## config.mk

```make
export PLATFORM = sky130hd
export DESIGN_NAME = weighted_graph_adjacency_store_core
export DESIGN_NICKNAME = d
export VERILOG_FILES = /design/src/wgas_pkg.sv /design/src/weighted_graph_adjacency_store_core.sv
export SDC_FILE = /design/constraint.sdc
export NUM_CORES = 1
export LEC_CHECK = 0
export ABC_CLOCK_PERIOD_IN_PS = 2400
export BUFFER_PORTS_ARGS = -buffer_cell sky130_fd_sc_hd__buf_4
export CORE_ASPECT_RATIO = 2
export CORE_MARGIN = 2
export CORE_UTILIZATION = 55
export CTS_CLUSTER_SIZE = 25
export DETAILED_ROUTE_END_ITERATION = 8
export PLACE_DENSITY = 0.85
export SYNTH_ARGS = -nofsm -noshare
export SYNTH_HDL_FRONTEND = slang
export SYNTH_SLANG_ARGS = --single-unit
```

## constraint.sdc

```tcl
create_clock -name clk -period 2.4 [get_ports clk]
set_input_delay 0.12 -clock clk [delete_from_list [all_inputs] [get_ports clk]]
set_output_delay 0.12 -clock clk [all_outputs]
set_load 0.01 [all_outputs]
```

## src/wgas_pkg.sv

```systemverilog
`default_nettype none

package wgas_pkg;

    localparam int MAX_RESULTS = 8;

    typedef enum logic [1:0] {
        STATUS_ENTRY = 2'd0,
        STATUS_EMPTY = 2'd1,
        STATUS_ERROR = 2'd2
    } status_t;

    typedef enum logic {
        KIND_QUERY  = 1'b0,
        KIND_MODIFY = 1'b1
    } kind_t;

endpackage

`default_nettype wire

```

## src/weighted_graph_adjacency_store_core.sv

```systemverilog
`default_nettype none
// A modify transaction writes both directions (one write per direction), no result.
// A query reads the row one cell per cycle, unless held by a stalled result,
// from the single-port weight memory; results leave one per cycle unless stalled.
// An error result waits in S_ERR for a free output. One transaction is in work at a time.
// Reset: async active-low; per-entry valid bits clear at once, so the store reads as empty.
module weighted_graph_adjacency_store_core #(
    parameter int NUM_VERTICES = 8,
    parameter int WEIGHT_BITS  = 8
) (
    input  wire logic       clk,
    input  wire logic       rst_n,
    input  wire logic       in_valid,
    output logic            in_ready,
    input  wire logic       kind,
    input  wire logic [3:0] vertex_a,
    input  wire logic [3:0] vertex_b,
    input  wire logic [7:0] weight,
    output logic            out_valid,
    input  wire logic       out_ready,
    output logic [3:0]      neighbor,
    output logic [7:0]      edge_weight,
    output logic [1:0]      status,
    output logic            last
);
    import wgas_pkg::*;

    localparam int DEPTH = NUM_VERTICES * NUM_VERTICES;
    localparam int AW    = (DEPTH > 1) ? $clog2(DEPTH) : 1;
    localparam int CW    = $clog2(NUM_VERTICES + 1);
    localparam int SW    = (WEIGHT_BITS < 8) ? WEIGHT_BITS : 8;
    localparam int FW    = $clog2(MAX_RESULTS + 1);

    typedef enum logic [2:0] {
        S_IDLE,
        S_MOD2,
        S_QUERY,
        S_FINISH,
        S_ERR
    } state_t;

    state_t            state_reg, state_next;
    logic [AW-1:0]     row_reg, row_next;
    logic [AW-1:0]     addr2_reg, addr2_next;
    logic [SW-1:0]     w_reg, w_next;
    logic [CW-1:0]     issue_col_reg, issue_col_next;
    logic              s1_valid_reg, s1_valid_next;
    logic [CW-1:0]     s1_col_reg, s1_col_next;
    logic              pend_valid_reg, pend_valid_next;
    logic [3:0]        pend_nb_reg, pend_nb_next;
    logic [SW-1:0]     pend_w_reg, pend_w_next;
    logic [FW-1:0]     found_reg, found_next;
    logic              out_valid_reg, out_valid_next;
    logic [3:0]        neighbor_reg, neighbor_next;
    logic [7:0]        edge_weight_reg, edge_weight_next;
    status_t           status_reg, status_next;
    logic              last_reg, last_next;

    logic [SW-1:0]     mem [DEPTH];
    logic [DEPTH-1:0]  vld_reg;
    logic [SW-1:0]     rd_data_reg;
    logic              rd_vld_reg;

    logic              we;
    logic [AW-1:0]     waddr;
    logic [SW-1:0]     wdata;
    logic              rd_en;
    logic [AW-1:0]     rd_addr;

    logic              accept;
    logic              a_ok, b_ok;
    logic              out_free;
    logic [SW-1:0]     rd_word;
    logic              hit, consume, issue_ok;
    logic [AW-1:0]     addr_ab, addr_ba, row_a;

    assign accept   = in_valid && in_ready;
    assign a_ok     = (vertex_a != 4'd0) && (vertex_a <= 4'(NUM_VERTICES));
    assign b_ok     = (vertex_b != 4'd0) && (vertex_b <= 4'(NUM_VERTICES));
    assign out_free = !out_valid_reg || out_ready;
    assign addr_ab  = AW'((32'(vertex_a) - 32'd1) * NUM_VERTICES + (32'(vertex_b) - 32'd1));
    assign addr_ba  = AW'((32'(vertex_b) - 32'd1) * NUM_VERTICES + (32'(vertex_a) - 32'd1));
    assign row_a    = AW'((32'(vertex_a) - 32'd1) * NUM_VERTICES);
    assign rd_addr  = row_reg + AW'(issue_col_reg);

    assign rd_word  = rd_vld_reg ? rd_data_reg : '0;
    assign hit      = s1_valid_reg && (rd_word != '0);
    assign consume  = s1_valid_reg && (!hit || !pend_valid_reg || out_free);
    assign issue_ok = (issue_col_reg != CW'(NUM_VERTICES)) && (!s1_valid_reg || consume);

    always_comb
    begin
        state_next       = state_reg;
        row_next         = row_reg;
        addr2_next       = addr2_reg;
        w_next           = w_reg;
        issue_col_next   = issue_col_reg;
        s1_valid_next    = s1_valid_reg;
        s1_col_next      = s1_col_reg;
        pend_valid_next  = pend_valid_reg;
        pend_nb_next     = pend_nb_reg;
        pend_w_next      = pend_w_reg;
        found_next       = found_reg;
        out_valid_next   = out_valid_reg && !out_ready;
        neighbor_next    = neighbor_reg;
        edge_weight_next = edge_weight_reg;
        status_next      = status_reg;
        last_next        = last_reg;
        we               = 1'b0;
        waddr            = addr_ab;
        wdata            = weight[SW-1:0];
        rd_en            = 1'b0;

        case (state_reg)
            S_IDLE:
            begin
                if (accept)
                begin
                    if (kind == KIND_QUERY)
                    begin
                        if (a_ok)
                        begin
                            row_next        = row_a;
                            issue_col_next  = '0;
                            s1_valid_next   = 1'b0;
                            pend_valid_next = 1'b0;
                            found_next      = '0;
                            state_next      = S_QUERY;
                        end
                        else
                        begin
                            state_next = S_ERR;
                        end
                    end
                    else if (a_ok && b_ok)
                    begin
                        we         = 1'b1;
                        addr2_next = addr_ba;
                        w_next     = weight[SW-1:0];
                        state_next = S_MOD2;
                    end
                    else
                    begin
                        state_next = S_ERR;
                    end
                end
            end

            S_MOD2:
            begin
                we         = 1'b1;
                waddr      = addr2_reg;
                wdata      = w_reg;
                state_next = S_IDLE;
            end

            S_ERR:
            begin
                if (out_free)
                begin
                    out_valid_next   = 1'b1;
                    neighbor_next    = '0;
                    edge_weight_next = '0;
                    status_next      = STATUS_ERROR;
                    last_next        = 1'b1;
                    state_next       = S_IDLE;
                end
            end

            S_QUERY:
            begin
                // previous hit leaves only when a later one shows it is not last
                if (hit && consume && pend_valid_reg)
                begin
                    out_valid_next   = 1'b1;
                    neighbor_next    = pend_nb_reg;
                    edge_weight_next = 8'(pend_w_reg);
                    status_next      = STATUS_ENTRY;
                    last_next        = 1'b0;
                end
                if (hit && consume)
                begin
                    pend_valid_next = 1'b1;
                    pend_nb_next    = 4'(s1_col_reg) + 4'd1;
                    pend_w_next     = rd_word;
                    found_next      = found_reg + FW'(1);
                end
                if (hit && consume && (found_reg == FW'(MAX_RESULTS - 1)))
                begin
                    s1_valid_next = 1'b0;
                    state_next    = S_FINISH;
                end
                else
                begin
                    if (issue_ok)
                    begin
                        rd_en          = 1'b1;
                        issue_col_next = issue_col_reg + CW'(1);
                        s1_valid_next  = 1'b1;
                        s1_col_next    = issue_col_reg;
                    end
                    else if (consume)
                    begin
                        s1_valid_next = 1'b0;
                    end
                    if ((issue_col_reg == CW'(NUM_VERTICES)) && (!s1_valid_reg || consume))
                    begin
                        state_next = S_FINISH;
                    end
                end
            end

            S_FINISH:
            begin
                if (out_free)
                begin
                    out_valid_next  = 1'b1;
                    last_next       = 1'b1;
                    pend_valid_next = 1'b0;
                    if (pend_valid_reg)
                    begin
                        neighbor_next    = pend_nb_reg;
                        edge_weight_next = 8'(pend_w_reg);
                        status_next      = STATUS_ENTRY;
                    end
                    else
                    begin
                        neighbor_next    = '0;
                        edge_weight_next = '0;
                        status_next      = STATUS_EMPTY;
                    end
                    state_next = S_IDLE;
                end
            end

            default:
            begin
                state_next = S_IDLE;
            end
        endcase
    end

    always_ff @(posedge clk or negedge rst_n)
    begin
        if (!rst_n)
        begin
            state_reg       <= S_IDLE;
            row_reg         <= '0;
            addr2_reg       <= '0;
            w_reg           <= '0;
            issue_col_reg   <= '0;
            s1_valid_reg    <= 1'b0;
            s1_col_reg      <= '0;
            pend_valid_reg  <= 1'b0;
            pend_nb_reg     <= '0;
            pend_w_reg      <= '0;
            found_reg       <= '0;
            out_valid_reg   <= 1'b0;
            neighbor_reg    <= '0;
            edge_weight_reg <= '0;
            status_reg      <= STATUS_ENTRY;
            last_reg        <= 1'b0;
        end
        else
        begin
            state_reg       <= state_next;
            row_reg         <= row_next;
            addr2_reg       <= addr2_next;
            w_reg           <= w_next;
            issue_col_reg   <= issue_col_next;
            s1_valid_reg    <= s1_valid_next;
            s1_col_reg      <= s1_col_next;
            pend_valid_reg  <= pend_valid_next;
            pend_nb_reg     <= pend_nb_next;
            pend_w_reg      <= pend_w_next;
            found_reg       <= found_next;
            out_valid_reg   <= out_valid_next;
            neighbor_reg    <= neighbor_next;
            edge_weight_reg <= edge_weight_next;
            status_reg      <= status_next;
            last_reg        <= last_next;
        end
    end

    // weight memory, one write or one read per cycle
    always_ff @(posedge clk)
    begin
        if (we)
        begin
            mem[waddr] <= wdata;
        end
        if (rd_en)
        begin
            rd_data_reg <= mem[rd_addr];
        end
    end

    // unwritten cells read as zero
    always_ff @(posedge clk or negedge rst_n)
    begin
        if (!rst_n)
        begin
            vld_reg    <= '0;
            rd_vld_reg <= 1'b0;
        end
        else
        begin
            if (we)
            begin
                vld_reg[waddr] <= 1'b1;
            end
            if (rd_en)
            begin
                rd_vld_reg <= vld_reg[rd_addr];
            end
        end
    end

    assign in_ready    = (state_reg == S_IDLE);
    assign out_valid   = out_valid_reg;
    assign neighbor    = neighbor_reg;
    assign edge_weight = edge_weight_reg;
    assign status      = status_reg;
    assign last        = last_reg;

    a_no_write_in_query: assert property (@(posedge clk) disable iff (!rst_n)
        (state_reg == S_QUERY) |-> !we)
        else $error("memory write during row walk");

    a_found_bound: assert property (@(posedge clk) disable iff (!rst_n)
        found_reg <= FW'(MAX_RESULTS))
        else $error("neighbor count over limit");

    a_nonlast_is_entry: assert property (@(posedge clk) disable iff (!rst_n)
        (out_valid_reg && !last_reg) |-> (status_reg == STATUS_ENTRY))
        else $error("non-final result without entry status");

    a_modify_second_write: assert property (@(posedge clk) disable iff (!rst_n)
        (accept && (kind == KIND_MODIFY) && a_ok && b_ok) |=> (state_reg == S_MOD2))
        else $error("modify missing mirror write");

endmodule

`default_nettype wire
```

==> impl_metrics.toml <==
[synthesis]
synth_seq_area_share_pct = 72.6
ys_dominant_reg_cell = "edfxtp_1"
largest_cells_by_area_after_synthesis = "edfxtp_1 (60%), mux4_2 (15%), dfrtp_1 (12%), o21bai_1 (1.9%), nor2_1 (1.3%)"
async_reset_ff_share_pct = 19.6
synth.yosys.warnings = 0
ys_types = 57
flops_latches_synth = 647
syn_avg_cell_area_um2 = 18.9
number_of_synthesized_flops_with_an_enable_pin = 520
postSynthCellCount = 1369
syn_area_um2 = 25900
synthesis.nets = 1402
synth_top_cell_area_share_pct = 60.3
synth_largest_area_cell = "edfxtp_1"

[pwr]
net-switching-power_mw = 11.7
clock_power_share_pct = 23.1
power_switching_share_pct = 32.8
power.share.sequential_pct = 40.6
combPwrFrac_pct = 36.3
p_per_area_nw_per_um2 = 1160
power_report.internal_total_mw = 23.9
p_leak_nw = 10.3
fin_total_pwr_mw = 35.6
irDropWorstVdd_mv = 0.670

[timing]
worst_slack_ns = -0.270
final_min_period_over_clock_period_pct = 111
timing.max_slew.rel_slack_pct = 43.3
finalCriticalPeriod_ns = 2.67
rsz0062_at_grt = "yes"
setup_viol = 8
clock_skew_ns = 0.0257
timing_worst_slew_pin_value_ns = 0.847
hold_viol_final = 0
final-max-slew-violation-count = 0
clock.fmax_mhz = 375

[critical_path]
timing.critical_path.arrival_ns = 3.00
critPathMaxFanout = 8
startpoint_class = "register"
worstSetupPathType = "reg2reg"
timing.critical_path.to_type = "register"
required_ns = 2.73

[drt]
dr_total_vias = 14800
avgRoutedWirePerCell_um = 32.4
drtIter0Drc = 2027
drc = 0
drt-vias-per-instance = 6.68
antenna_violating_nets_post_route = 0
detail_route.first_pass.iterations = 7
drt_wl_total_um = 71500

[run_status]
failed_checks = "setup timing"
outcome = "complete, but fails checks"

[job]
maxCapViolCount = 0

[floorplanning]
floorplan.initialDensity_pct = 55.7
core-area_um2 = 46500
die_h_um = 311
placementRows = 112
floorplan.io_pins = 38
die_area_um2 = 49000
die-width_um = 157

[clock_tree]
clock_tree.root_cell = "clkbuf_16"
clock_path_buffers = 3
clock_pin_slew_reported_for_the_worst_setup_and_hold_paths_after_clock_tree_synthesis_ns = 0.07
clkSinkCount = 647
cts_buffers = 49
clk_latency_ns = 0.61
tritoncts = "done"
clock_tree.htree_level_count = 2

[cells_and_area]
mostFrequentLayoutCell = "edfxtp_1"
drive_above_1_share_pct = 35.1
n_fill_cell = 2726
largest_register_ff_count = 512
final_nets = 1577
areaGrowthSynthToFinish_pct = 18.7
post-route-cell-area_um2 = 30700
layout.cells.most_common_list = "edfxtp_1 (520), mux4_2 (172), buf_4 (131), dfrtp_1 (123), nand2_1 (83)"

[global_route]
grt-ovfl-total = 0
grt_util_all_layers_pct = 29.2
antenna_found_initial = 4
grt_max_degree = 65
grt_pass1_vias = 15400
first_pass_grt_wire_length_um = 102000

[place]
post_dp_cell_area_um2 = 28400
hpwlAfterDp_um = 41500
place_congestion = 0.906
port_buffers = 37

[hold_path]
worst_min_delay_path_class = "in2reg"
[final cells by class]
cell class                 instances  area (µm²)  share of cell area [%]
sequential                       647       18800                    61.2
multi-input combinational        628        7310                    23.8
timing repair buffer             198        2200                    7.15
clock buffer                      56        1320                    4.28
tap                              627         785                    2.55
clock inverter                    32         253                   0.822
inverter                          20        77.6                   0.252
antenna                            1        2.50                 0.00814
[cell families (layout without fill, tap and decap cells)]
| logic type | Yosys count | in the layout | synth area share [%] |
|---|---|---|---|
| XOR/XNOR | 17 | 17 | 0.575 |
| flip-flops | 647 | 647 | 72.6 |
| AO/OA/AOI/OAI | 162 | 162 | 4.34 |
| adder cells (fa/ha/maj) | 12 | 12 | 0.638 |
| buffers and inverters | 94 | 306 | 1.67 |
| AND/OR/NAND/NOR | 231 | 231 | 3.85 |
| other | 0 | 1 | 0 |
| multiplexers | 206 | 206 | 16.4 |
[stage by stage]
stage / utilization [%] / setup slack, ns / hold slack (ns) / instances / setup TNS, ns
global route: 66.1 / -0.279 / 0.0637 / 2208 / -2.96
detailed placement: 61.1 / -0.392 / 0.226 / 2077 / -169.50
global placement: 61.1 / -0.328 / 0.221 / 2077 / -144.16
finish: 66.1 / -0.270 / 0.0491 / 2209 / -1.48
CTS: 65.3 / -0.143 / 0.0275 / 2188 / -2.18
floorplan: - / -0.0458 / -0.176 / 1369 / -5.86
[layer usage]
metal | wire (µm) | track usage, %
met5 | 26 | 0
met1 | 21400 | 31.2
met2 | 38000 | 50.6
met3 | 5810 | 5.19
met4 | 6260 | 22.1
[critical path, stage by stage (launching register included)]
cell and delay, ns:
dfrtp_4 0.45, buf_12 0.20, buf_16 0.15, buf_12 0.13
mux4_2 0.59, mux4_2 0.58, a22oi_2 0.20, nand2_1 0.10
[cell usage after synthesis, types with 3 or more instances]
cell type and count:
xnor2_1 7, mux4_2 172, mux2i_1 10, nand2_1 86
buf_4 7, nand2b_1 12, a21oi_1 15, nor3_1 15
xor2_1 10, edfxtp_1 520, nor2_1 90, o21bai_1 64
inv_1 18, mux2_2 24, a21o_1 3, nor2b_1 3
a22oi_1 21, ha_1 10, o21ai_0 35, clkbuf_1 20
nand3_1 6, and3_1 3, nor4_1 3, nand4_1 4
dfrtp_1 127, buf_1 10, buf_2 34, nand3b_1 4
[worst paths after layout]
path	start	end	slack [ns]	cells past startpoint
min in group asynchronous	rst_n	w_reg[7]	0.13	2
max reg2reg	issue_col_reg[0]	rd_data_reg[5]	-0.27	7
max in group asynchronous	rst_n	vld_reg[57]	1.47	3
min	vertex_a[2]	addr2_reg[2]	0.05	5
max	issue_col_reg[0]	rd_data_reg[5]	-0.27	7
min reg2reg	vld_reg[63]	vld_reg[63]	0.48	1
[power groups by stage]
stage | registers [mW] | clock network [mW] | logic (mW)
2_1_floorplan | 14.3 | 0 | 7.09
3_3_place_gp | 14.5 | 0 | 10.7
3_5_place_dp | 14.6 | 0 | 11.0
4_1_cts | 14.4 | 8.19 | 11.9
5_1_grt | 14.5 | 8.58 | 13.3
6_report | 14.4 | 8.22 | 12.9
[repair_timing]
item                       4_1_cts  5_1_grt
gates resized for setup         17       34
setup buffers                    6       17
cloned                           3        3
hold buffers                    14        0
pin swaps                        7       11
hold endpoints to repair        73        0
setup endpoints to repair       33      538
Power figures use the tool's default switching activity.
